[src/design/i2ctxq_pkg.sv]
// Shared constants for the I2C transmit queue sequencer.
// Item kinds, sequencer phases, bus actions, status codes and register indexes.
// No dependencies.
package i2ctxq_pkg;

    // Input item kinds carried in tuser.
    localparam logic [1:0] KIND_PUT  = 2'd0;
    localparam logic [1:0] KIND_SEND = 2'd1;
    localparam logic [1:0] KIND_POLL = 2'd2;

    // Sequencer phases.
    localparam logic [2:0] PH_IDLE       = 3'd0;
    localparam logic [2:0] PH_WAIT_START = 3'd1;
    localparam logic [2:0] PH_START      = 3'd2;
    localparam logic [2:0] PH_ADDRESS    = 3'd3;
    localparam logic [2:0] PH_SEND_DATA  = 3'd4;
    localparam logic [2:0] PH_WAIT_DATA  = 3'd5;

    // Bus actions reported with each result.
    localparam logic [2:0] ACT_NONE  = 3'd0;
    localparam logic [2:0] ACT_START = 3'd1;
    localparam logic [2:0] ACT_ADDR  = 3'd2;
    localparam logic [2:0] ACT_DATA  = 3'd3;
    localparam logic [2:0] ACT_STOP  = 3'd4;

    // Transfer status codes.
    localparam logic [1:0] ST_DONE    = 2'd0;
    localparam logic [1:0] ST_BUSY    = 2'd1;
    localparam logic [1:0] ST_TIMEOUT = 2'd2;

    // Configuration register indexes.
    localparam logic [1:0] REG_TARGET_ADDR = 2'd0;
    localparam logic [1:0] REG_TIMEOUT     = 2'd1;
    localparam logic [1:0] REG_ERR_LIMIT   = 2'd2;

    // Reset values of the configuration registers.
    localparam logic [7:0]  RST_TARGET_ADDR = 8'h7e;
    localparam logic [15:0] RST_TIMEOUT     = 16'd500;
    localparam logic [3:0]  RST_ERR_LIMIT   = 4'd3;

    // Saturation point of the consecutive timeout counter.
    localparam logic [3:0] TMO_CNT_MAX = 4'd15;

endpackage

[src/design/i2c_tx_queue_sequencer_top.sv]
// I2C transmit queue sequencer: byte ring buffer plus master-transmit stepper.
// Depends on i2ctxq_pkg for codes and reset values.
//
// Usage:
//   The s_axis channel takes requests; tuser holds the kind (put, send, poll).
//   A put queues tdata[7:0] into the ring buffer, a send arms a transfer and
//   a poll carries the millisecond clock and the qualified bus flags.
//   Every request produces exactly one result on m_axis, in the cycle after it
//   is accepted. A new request is taken every cycle as long as the output
//   register is empty or being drained, so the sustained rate is one request
//   per cycle; the single read port of the ring buffer memory registers a
//   queued byte as the poll that pops it is accepted.
//   The i_cfg channel writes target address, timeout and error limit; it is
//   always ready and should only be used while no request is in flight.
//   Reset (synchronous, active low) empties the queue, sets the status to
//   done, clears the failure flag and loads the register defaults. The
//   buffer contents are not cleared and no clearing pass is needed.
//   When m_axis_tready is low the pending result holds and s_axis_tready
//   drops until the result is taken.
module i2c_tx_queue_sequencer_top
    import i2ctxq_pkg::*;
#(
    parameter int BUFFER_DEPTH = 256
) (
    input  logic        i_clk,
    input  logic        i_rst_n,

    // Request channel.
    input  logic        s_axis_tvalid,
    output logic        s_axis_tready,
    // tdata: data_byte[7:0], now_ms[39:8], bus_free[40], start_sent[41],
    //        address_acked[42], byte_finished[43], zero pad[47:44]
    input  logic [47:0] s_axis_tdata,
    // tuser: kind[1:0]
    input  logic [1:0]  s_axis_tuser,

    // Result channel.
    output logic        m_axis_tvalid,
    input  logic        m_axis_tready,
    // tdata: bus_action[2:0], bus_byte[10:3], transfer_status[12:11],
    //        byte_accepted[13], failed[14], queued_bytes, peak_elapsed_ms,
    //        zero pad up to a whole byte
    output logic [((47 + $clog2(BUFFER_DEPTH + 1) + 7) / 8) * 8 - 1:0] m_axis_tdata,

    // Configuration write channel.
    input  logic        i_cfg_valid,
    output logic        o_cfg_ready,
    input  logic [1:0]  i_cfg_index,
    input  logic [15:0] i_cfg_data
);

    localparam int IDX_W    = $clog2(BUFFER_DEPTH);
    localparam int CNT_W    = $clog2(BUFFER_DEPTH + 1);
    localparam int OUT_BITS = 47 + CNT_W;
    localparam int OUT_W    = ((OUT_BITS + 7) / 8) * 8;
    localparam logic [CNT_W-1:0] DEPTH_CNT = CNT_W'(BUFFER_DEPTH);
    localparam logic [IDX_W-1:0] LAST_IDX  = IDX_W'(BUFFER_DEPTH - 1);

    // Request fields.
    logic [1:0]  w_kind;
    logic [7:0]  w_data_byte;
    logic [31:0] w_now;
    logic        w_bus_free;
    logic        w_start_sent;
    logic        w_addr_acked;
    logic        w_byte_done;

    assign w_kind       = s_axis_tuser;
    assign w_data_byte  = s_axis_tdata[7:0];
    assign w_now        = s_axis_tdata[39:8];
    assign w_bus_free   = s_axis_tdata[40];
    assign w_start_sent = s_axis_tdata[41];
    assign w_addr_acked = s_axis_tdata[42];
    assign w_byte_done  = s_axis_tdata[43];

    // Configuration registers.
    logic [7:0]  r_target_addr;
    logic [15:0] r_timeout;
    logic [3:0]  r_err_limit;

    // Sequencer state.
    logic [2:0]       r_phase,     n_phase;
    logic [IDX_W-1:0] r_wr_idx,    n_wr_idx;
    logic [IDX_W-1:0] r_rd_idx,    n_rd_idx;
    logic [CNT_W-1:0] r_fill,      n_fill;
    logic [31:0]      r_mark,      n_mark;
    logic [31:0]      r_peak,      n_peak;
    logic [3:0]       r_tmo_cnt,   n_tmo_cnt;
    logic [1:0]       r_status,    n_status;
    logic             r_failed,    n_failed;

    // Result register; the state registers above supply the status fields.
    logic             r_out_valid;
    logic [2:0]       r_act,       n_act;
    logic [7:0]       r_byte,      n_byte;
    logic             r_use_mem,   n_use_mem;
    logic             r_accepted,  n_accepted;

    // Ring buffer memory and its registered read data.
    logic [7:0]       r_ring [BUFFER_DEPTH];
    logic [7:0]       r_rd_data;
    logic             w_mem_we;
    logic             w_mem_re;

    logic             w_accept;
    logic [31:0]      w_delta;
    logic             w_tmo_hit;
    logic [IDX_W-1:0] w_rd_idx_inc;
    logic [IDX_W-1:0] w_wr_idx_inc;
    logic [3:0]       w_tmo_cnt_inc;

    assign o_cfg_ready   = 1'b1;
    assign s_axis_tready = !r_out_valid || m_axis_tready;
    assign w_accept      = s_axis_tvalid && s_axis_tready;

    // Configuration writes; indexes beyond the list are ignored.
    always_ff @(posedge i_clk) begin
        if (!i_rst_n) begin
            r_target_addr <= RST_TARGET_ADDR;
            r_timeout     <= RST_TIMEOUT;
            r_err_limit   <= RST_ERR_LIMIT;
        end else if (i_cfg_valid && o_cfg_ready) begin
            case (i_cfg_index)
                REG_TARGET_ADDR: r_target_addr <= i_cfg_data[7:0];
                REG_TIMEOUT:     r_timeout     <= i_cfg_data;
                REG_ERR_LIMIT:   r_err_limit   <= i_cfg_data[3:0];
                default: ;
            endcase
        end
    end

    // Elapsed time since the last progress event and the timeout check.
    assign w_delta   = w_now - r_mark;
    assign w_tmo_hit = (r_phase != PH_IDLE) && (w_delta > {16'd0, r_timeout});

    // Ring index increments with wrap at the buffer depth.
    assign w_rd_idx_inc  = (r_rd_idx == LAST_IDX) ? '0 : r_rd_idx + 1'b1;
    assign w_wr_idx_inc  = (r_wr_idx == LAST_IDX) ? '0 : r_wr_idx + 1'b1;
    assign w_tmo_cnt_inc = (r_tmo_cnt == TMO_CNT_MAX) ? r_tmo_cnt : r_tmo_cnt + 4'd1;

    // Next-state logic for one accepted request.
    always_comb begin
        n_phase    = r_phase;
        n_wr_idx   = r_wr_idx;
        n_rd_idx   = r_rd_idx;
        n_fill     = r_fill;
        n_mark     = r_mark;
        n_peak     = r_peak;
        n_tmo_cnt  = r_tmo_cnt;
        n_status   = r_status;
        n_failed   = r_failed;
        n_act      = ACT_NONE;
        n_byte     = 8'd0;
        n_use_mem  = 1'b0;
        n_accepted = 1'b0;
        w_mem_we   = 1'b0;
        w_mem_re   = 1'b0;

        case (w_kind)
            KIND_PUT: begin
                if (r_fill < DEPTH_CNT) begin
                    w_mem_we   = 1'b1;
                    n_wr_idx   = w_wr_idx_inc;
                    n_fill     = r_fill + 1'b1;
                    n_accepted = 1'b1;
                end
            end
            KIND_SEND: begin
                n_mark   = w_now;
                n_phase  = PH_WAIT_START;
                n_status = ST_BUSY;
            end
            KIND_POLL: begin
                if (w_tmo_hit) begin
                    // Abort: stop the bus, drop the queue and count the error.
                    n_wr_idx  = '0;
                    n_rd_idx  = '0;
                    n_fill    = '0;
                    n_phase   = PH_IDLE;
                    n_status  = ST_TIMEOUT;
                    n_tmo_cnt = w_tmo_cnt_inc;
                    n_act     = ACT_STOP;
                    if (w_tmo_cnt_inc > r_err_limit) begin
                        n_failed = 1'b1;
                    end
                end else begin
                    if (r_phase != PH_IDLE) begin
                        n_tmo_cnt = 4'd0;
                        if (w_delta > r_peak) begin
                            n_peak = w_delta;
                        end
                    end
                    case (r_phase)
                        PH_WAIT_START: begin
                            if (w_bus_free) begin
                                n_act   = ACT_START;
                                n_phase = PH_START;
                                n_mark  = w_now;
                            end
                        end
                        PH_START: begin
                            if (w_start_sent) begin
                                n_act   = ACT_ADDR;
                                n_byte  = r_target_addr;
                                n_phase = PH_ADDRESS;
                                n_mark  = w_now;
                            end
                        end
                        PH_ADDRESS: begin
                            if (w_addr_acked) begin
                                n_phase = PH_SEND_DATA;
                            end
                        end
                        PH_SEND_DATA: begin
                            if (r_fill != '0) begin
                                // Pop one byte; the memory returns it next cycle.
                                w_mem_re  = 1'b1;
                                n_use_mem = 1'b1;
                                n_fill    = r_fill - 1'b1;
                                n_rd_idx  = w_rd_idx_inc;
                                n_act     = ACT_DATA;
                                n_mark    = w_now;
                                n_phase   = PH_WAIT_DATA;
                            end else begin
                                n_act    = ACT_STOP;
                                n_status = ST_DONE;
                                n_phase  = PH_IDLE;
                            end
                        end
                        PH_WAIT_DATA: begin
                            if (w_byte_done) begin
                                n_phase = PH_SEND_DATA;
                            end
                        end
                        default: ;
                    endcase
                end
            end
            default: ;
        endcase
    end

    // State registers advance on each accepted request.
    always_ff @(posedge i_clk) begin
        if (!i_rst_n) begin
            r_phase   <= PH_IDLE;
            r_wr_idx  <= '0;
            r_rd_idx  <= '0;
            r_fill    <= '0;
            r_mark    <= 32'd0;
            r_peak    <= 32'd0;
            r_tmo_cnt <= 4'd0;
            r_status  <= ST_DONE;
            r_failed  <= 1'b0;
        end else if (w_accept) begin
            r_phase   <= n_phase;
            r_wr_idx  <= n_wr_idx;
            r_rd_idx  <= n_rd_idx;
            r_fill    <= n_fill;
            r_mark    <= n_mark;
            r_peak    <= n_peak;
            r_tmo_cnt <= n_tmo_cnt;
            r_status  <= n_status;
            r_failed  <= n_failed;
        end
    end

    // Ring buffer write port.
    always_ff @(posedge i_clk) begin
        if (w_accept && w_mem_we) begin
            r_ring[r_wr_idx] <= w_data_byte;
        end
    end

    // Ring buffer read port with registered data.
    always_ff @(posedge i_clk) begin
        if (w_accept && w_mem_re) begin
            r_rd_data <= r_ring[r_rd_idx];
        end
    end

    // Result register valid flag.
    always_ff @(posedge i_clk) begin
        if (!i_rst_n) begin
            r_out_valid <= 1'b0;
        end else if (s_axis_tready) begin
            r_out_valid <= s_axis_tvalid;
        end
    end

    // Result payload.
    always_ff @(posedge i_clk) begin
        if (w_accept) begin
            r_act      <= n_act;
            r_byte     <= n_byte;
            r_use_mem  <= n_use_mem;
            r_accepted <= n_accepted;
        end
    end

    // Output packing; status fields come straight from the state registers,
    // which only change when the pending result is replaced.
    assign m_axis_tvalid = r_out_valid;
    assign m_axis_tdata  = OUT_W'({r_peak, r_fill, r_failed, r_accepted, r_status,
                                   (r_use_mem ? r_rd_data : r_byte), r_act});

    // Fill count never exceeds the buffer depth.
    a_fill_bound: assert property (@(posedge i_clk) disable iff (!i_rst_n)
        r_fill <= DEPTH_CNT)
        else $error("fill count beyond buffer depth");

    // The failure flag is sticky until reset.
    a_failed_sticky: assert property (@(posedge i_clk) disable iff (!i_rst_n)
        r_failed |=> r_failed)
        else $error("failure flag cleared without reset");

    // Busy status and an active phase go together.
    a_busy_phase: assert property (@(posedge i_clk) disable iff (!i_rst_n)
        (r_phase == PH_IDLE) == (r_status != ST_BUSY))
        else $error("status and phase disagree");

    // A data action is only taken with a non-empty queue.
    a_pop_nonempty: assert property (@(posedge i_clk) disable iff (!i_rst_n)
        (w_accept && w_mem_re) |-> (r_fill != '0))
        else $error("pop from empty ring buffer");

endmodule

[config.mk]
export PLATFORM = sky130hd
export DESIGN_NAME = i2c_tx_queue_sequencer_top
export DESIGN_NICKNAME = d
export VERILOG_FILES = /design/src/design/i2ctxq_pkg.sv /design/src/design/i2c_tx_queue_sequencer_top.sv
export SDC_FILE = /design/constraint.sdc
export NUM_CORES = 2
export LEC_CHECK = 0
export BUFFER_PORTS_ARGS = -buffer_cell sky130_fd_sc_hd__buf_4
export CAP_MARGIN = 30
export CORE_ASPECT_RATIO = 2
export CORE_MARGIN = 1.5
export CORE_UTILIZATION = 50
export CTS_BUF_LIST = sky130_fd_sc_hd__clkbuf_4 sky130_fd_sc_hd__clkbuf_8
export CTS_CLUSTER_DIAMETER = 40
export DETAILED_ROUTE_END_ITERATION = 8
export PLACE_DENSITY = 0.67
export SYNTH_ARGS = -nofsm -noshare
export SYNTH_HDL_FRONTEND = slang
export SYNTH_SLANG_ARGS = --single-unit
export TNS_END_PERCENT = 50
[constraint.sdc]
create_clock -name i_clk -period 8.7 [get_ports i_clk]
set_input_delay 2.175 -clock i_clk [delete_from_list [all_inputs] [get_ports i_clk]]
set_output_delay 2.175 -clock i_clk [all_outputs]
set_load 0.01 [all_outputs]
==> impl_metrics.env <==
export IMPL_status="finished, final reports clean"
export IMPL_gp_congestion=0.902
export IMPL_path_cells="buf_4, inv_1, ha_1, inv_1, fa_1, a21o_1, a221o_1, o2bb2ai_1, or2_1, xor2_1, buf_4, ha_1, nand4_1, nor4_1, nand2_1, nand2_1, nand4bb_1, or4b_4, nor4_4, buf_4, nand4b_1, a21oi_4, buf_12, mux2i_1"
export IMPL_die_h_um=600
export IMPL_globalRouteTotalUtil_pct=24.8
export IMPL_power_frac_clock_pct=39.1
export IMPL_cts_hold_buf=0
export IMPL_worstHoldPathType="flop to flop"
export IMPL_synth_flop_cell="edfxtp_1"
export IMPL_worst_pin_slew_ps=1460
export IMPL_drc=0
export IMPL_ios=132
export IMPL_clk_pin_slew_ps=70
export IMPL_hold_slack_ps=459
export IMPL_globalRouteMet1Util_pct=26.5
export IMPL_p_comb_share_pct=3.4
export IMPL_drt_total_wl_mm=222
export IMPL_criticalPathCategory="input pin to flop"
export IMPL_layout_core_utilization_pct=56.0
export IMPL_first_global_vias=46600
export IMPL_cp_required_ps=9500
export IMPL_min_from="r_mark[23]$_SDFFE_PN0P_"
export IMPL_async_flop_share_pct=0
export IMPL_fmax_ghz=0.143
export IMPL_synth_area_leader_cell="edfxtp_1"
export IMPL_avgViaCountPerCell=6.08
export IMPL_die_x_um=301
export IMPL_rsz0062_at_grt="false"
export IMPL_dieArea_um2=181000
export IMPL_synth_edff_count=2069
export IMPL_fin_skew_ps=42.1
export IMPL_cts_resized=0
export IMPL_syn_inst=4545
export IMPL_top_usage_layer="met2"
export IMPL_synth_fp_nets=4713
export IMPL_intPower_mw=15.9
export IMPL_finalCritPeriodShare_pct=80.5
export IMPL_numCtsBuffers=297
export IMPL_cp_common_cell="buf_4"
export IMPL_drive_gt1_share_pct=27.8
export IMPL_setup_viol=0
export IMPL_h_tree_depth=5
export IMPL_crit_path_start="s_axis_tdata[8]"
export IMPL_fin_ws_ps=1690
export IMPL_post_drt_wl_per_cell_um=30.2
export IMPL_crit_path_end_kind="flop"
export IMPL_slowest_delay_ps=570
export IMPL_syn_to_final_growth_pct=11.0
export IMPL_grt_overflow=0
export IMPL_reg2reg_from="r_mark[0]$_SDFFE_PN0P_"
export IMPL_numPortBuffers=126
export IMPL_synth_top_cells_by_count="edfxtp_1, mux4_2, nor2_1"
export IMPL_maxCapViolCount=0
export IMPL_relSlewSlack_pct=2.34
export IMPL_p_leak_nw=30.1
export IMPL_hold_viol=0
export IMPL_synth_top_cell_area_share_pct=69.8
export IMPL_pwr_density_cell_nw_per_um2=204
export IMPL_startpoint_type="input pin"
export IMPL_nNetsFinal=4972
export IMPL_start_util_pct=50.4
export IMPL_crit_family="simple AND/OR/NAND/NOR gates"
export IMPL_sw_frac_of_total_pct=21.2
export IMPL_clockBufferDepth=4
export IMPL_vias=44700
export IMPL_power_frac_seq_pct=57.5
export IMPL_coreArea_um2=176000
export IMPL_layout_min_cycle_time_ps=7010
export IMPL_total_power_mw=20.2
export IMPL_maxSlewViolCount=0
export IMPL_slowest_stage="or4b_4"
export IMPL_clock_sinks=2197
export IMPL_use_met2_pct=45.2
export IMPL_yosysWarnings=0
export IMPL_first_iter_violations=4176
export IMPL_synth_seq_cells=2197
export IMPL_power_switching_mw=4.28
export IMPL_ys_top_cells_by_area="edfxtp_1, mux4_2, dfxtp_1"
export IMPL_seq_area_frac_synth_pct=72.7
export IMPL_dpl_hpwl_mm=140
export IMPL_antenna_found_initial=14
export IMPL_netlist_area_um2=89000
export IMPL_crit_buf_inv=6
export IMPL_grt_max_degree=200
export IMPL_cp_arrival_ps=7810
export IMPL_ant_nets=0
export IMPL_tritoncts="yes"
export IMPL_grt_pass1_wl_mm=319
export IMPL_yosysMostFrequentCell="edfxtp_1"
export IMPL_placed_cell_area_um2=92900
export IMPL_peakVddDrop_mv=0.192
export IMPL_drtPass1Iterations=9
export IMPL_clk_latency_ps=890
export IMPL_cts_setup_buffers=0
export IMPL_cp_max_fo=28
export IMPL_avgSynthCellArea_um2=19.6
export IMPL_cts_root_buf="clkbuf_8"
export IMPL_dp_cells=6814
export IMPL_final_cells=7348
export IMPL_rows=218
export IMPL_dpl_worst_slack_ps=838
export IMPL_fin_area_um2=98800
export IMPL_final_setup_tns_ps=0
export IMPL_grt_use_met3_pct=4.02
export IMPL_ys_types=84
-- state kept, by name, summed over array words and instances (netlist names) --
signal / flops
r_target_addr: 8
r_byte: 8
r_phase: 3
r_failed: 1
m_axis_tvalid: 1
r_rd_idx: 8
r_fill: 9
r_act: 3
r_err_limit: 4
r_accepted: 1
r_use_mem: 1
r_wr_idx: 8
r_ring: 2048
r_rd_data: 8
r_tmo_cnt: 4
r_timeout: 16
r_peak: 32
r_status: 2
r_mark: 32
-- layout make-up --
type	instances	area (um^2)
diodes	16	40.0
clock buffers	389	4880
clock inverters	128	970
fillers	13200	77700
inverters	112	420
multi-input cells	1973	22900
flip-flops and latches	2197	64700
well taps	2310	2890
repair buffers	223	2000
-- tightest hold or removal path: cells and delay by family (launching register included) --
family           cells  cell delay (ps)
AND/OR/NAND/NOR      1               50
multiplexers         1               50
flip-flops           1              310
-- cells in the final DEF, fill, tap and decap left out, types with 94 or more instances in the layout --
| cell type | n |
|---|---|
| nand2_1 | 217 |
| nor2_1 | 320 |
| clkbuf_8 | 322 |
| buf_4 | 193 |
| edfxtp_1 | 2069 |
| a21oi_1 | 109 |
| ha_1 | 94 |
| dfxtp_1 | 123 |
| mux4_2 | 661 |
| inv_1 | 110 |
-- power groups by stage --
stage | logic, mW | registers (mW) | clock network (mW)
3_3_place_gp | 0.663 | 11.8 | 0
2_1_floorplan | 0.302 | 11.8 | 0
3_5_place_dp | 0.683 | 11.8 | 0
4_1_cts | 0.685 | 11.6 | 8.02
6_report | 0.694 | 11.6 | 7.88
5_1_grt | 0.747 | 11.6 | 8.40
-- cells by family after synthesis --
family / after synthesis / synth area share [%]
flops: 2197 / 72.7
simple gates: 771 / 3.92
fa+ha+maj: 95 / 1.34
buf+inv: 375 / 1.64
other cells: 1 / 0.00422
xor+xnor: 28 / 0.276
compound gates: 343 / 2.50
mux: 735 / 17.6
-- worst paths after layout --
kind,endpoint,cells past startpoint,slack (ps)
worst max-delay path,r_mark[20]$_SDFFE_PN0P_,24,1690
worst min-delay path,r_mark[23]$_SDFFE_PN0P_,2,460
worst max register to register,r_mark[20]$_SDFFE_PN0P_,22,2800
worst min register to register,r_mark[23]$_SDFFE_PN0P_,2,460
-- metal layers --
metal  wire length, um  part of all wire [%]
met5                28                 0.013
met4             15200                   6.8
met3             13000                   5.8
met2            122000                    55
met1             72300                    33
(Power assumes the default switching activity.)
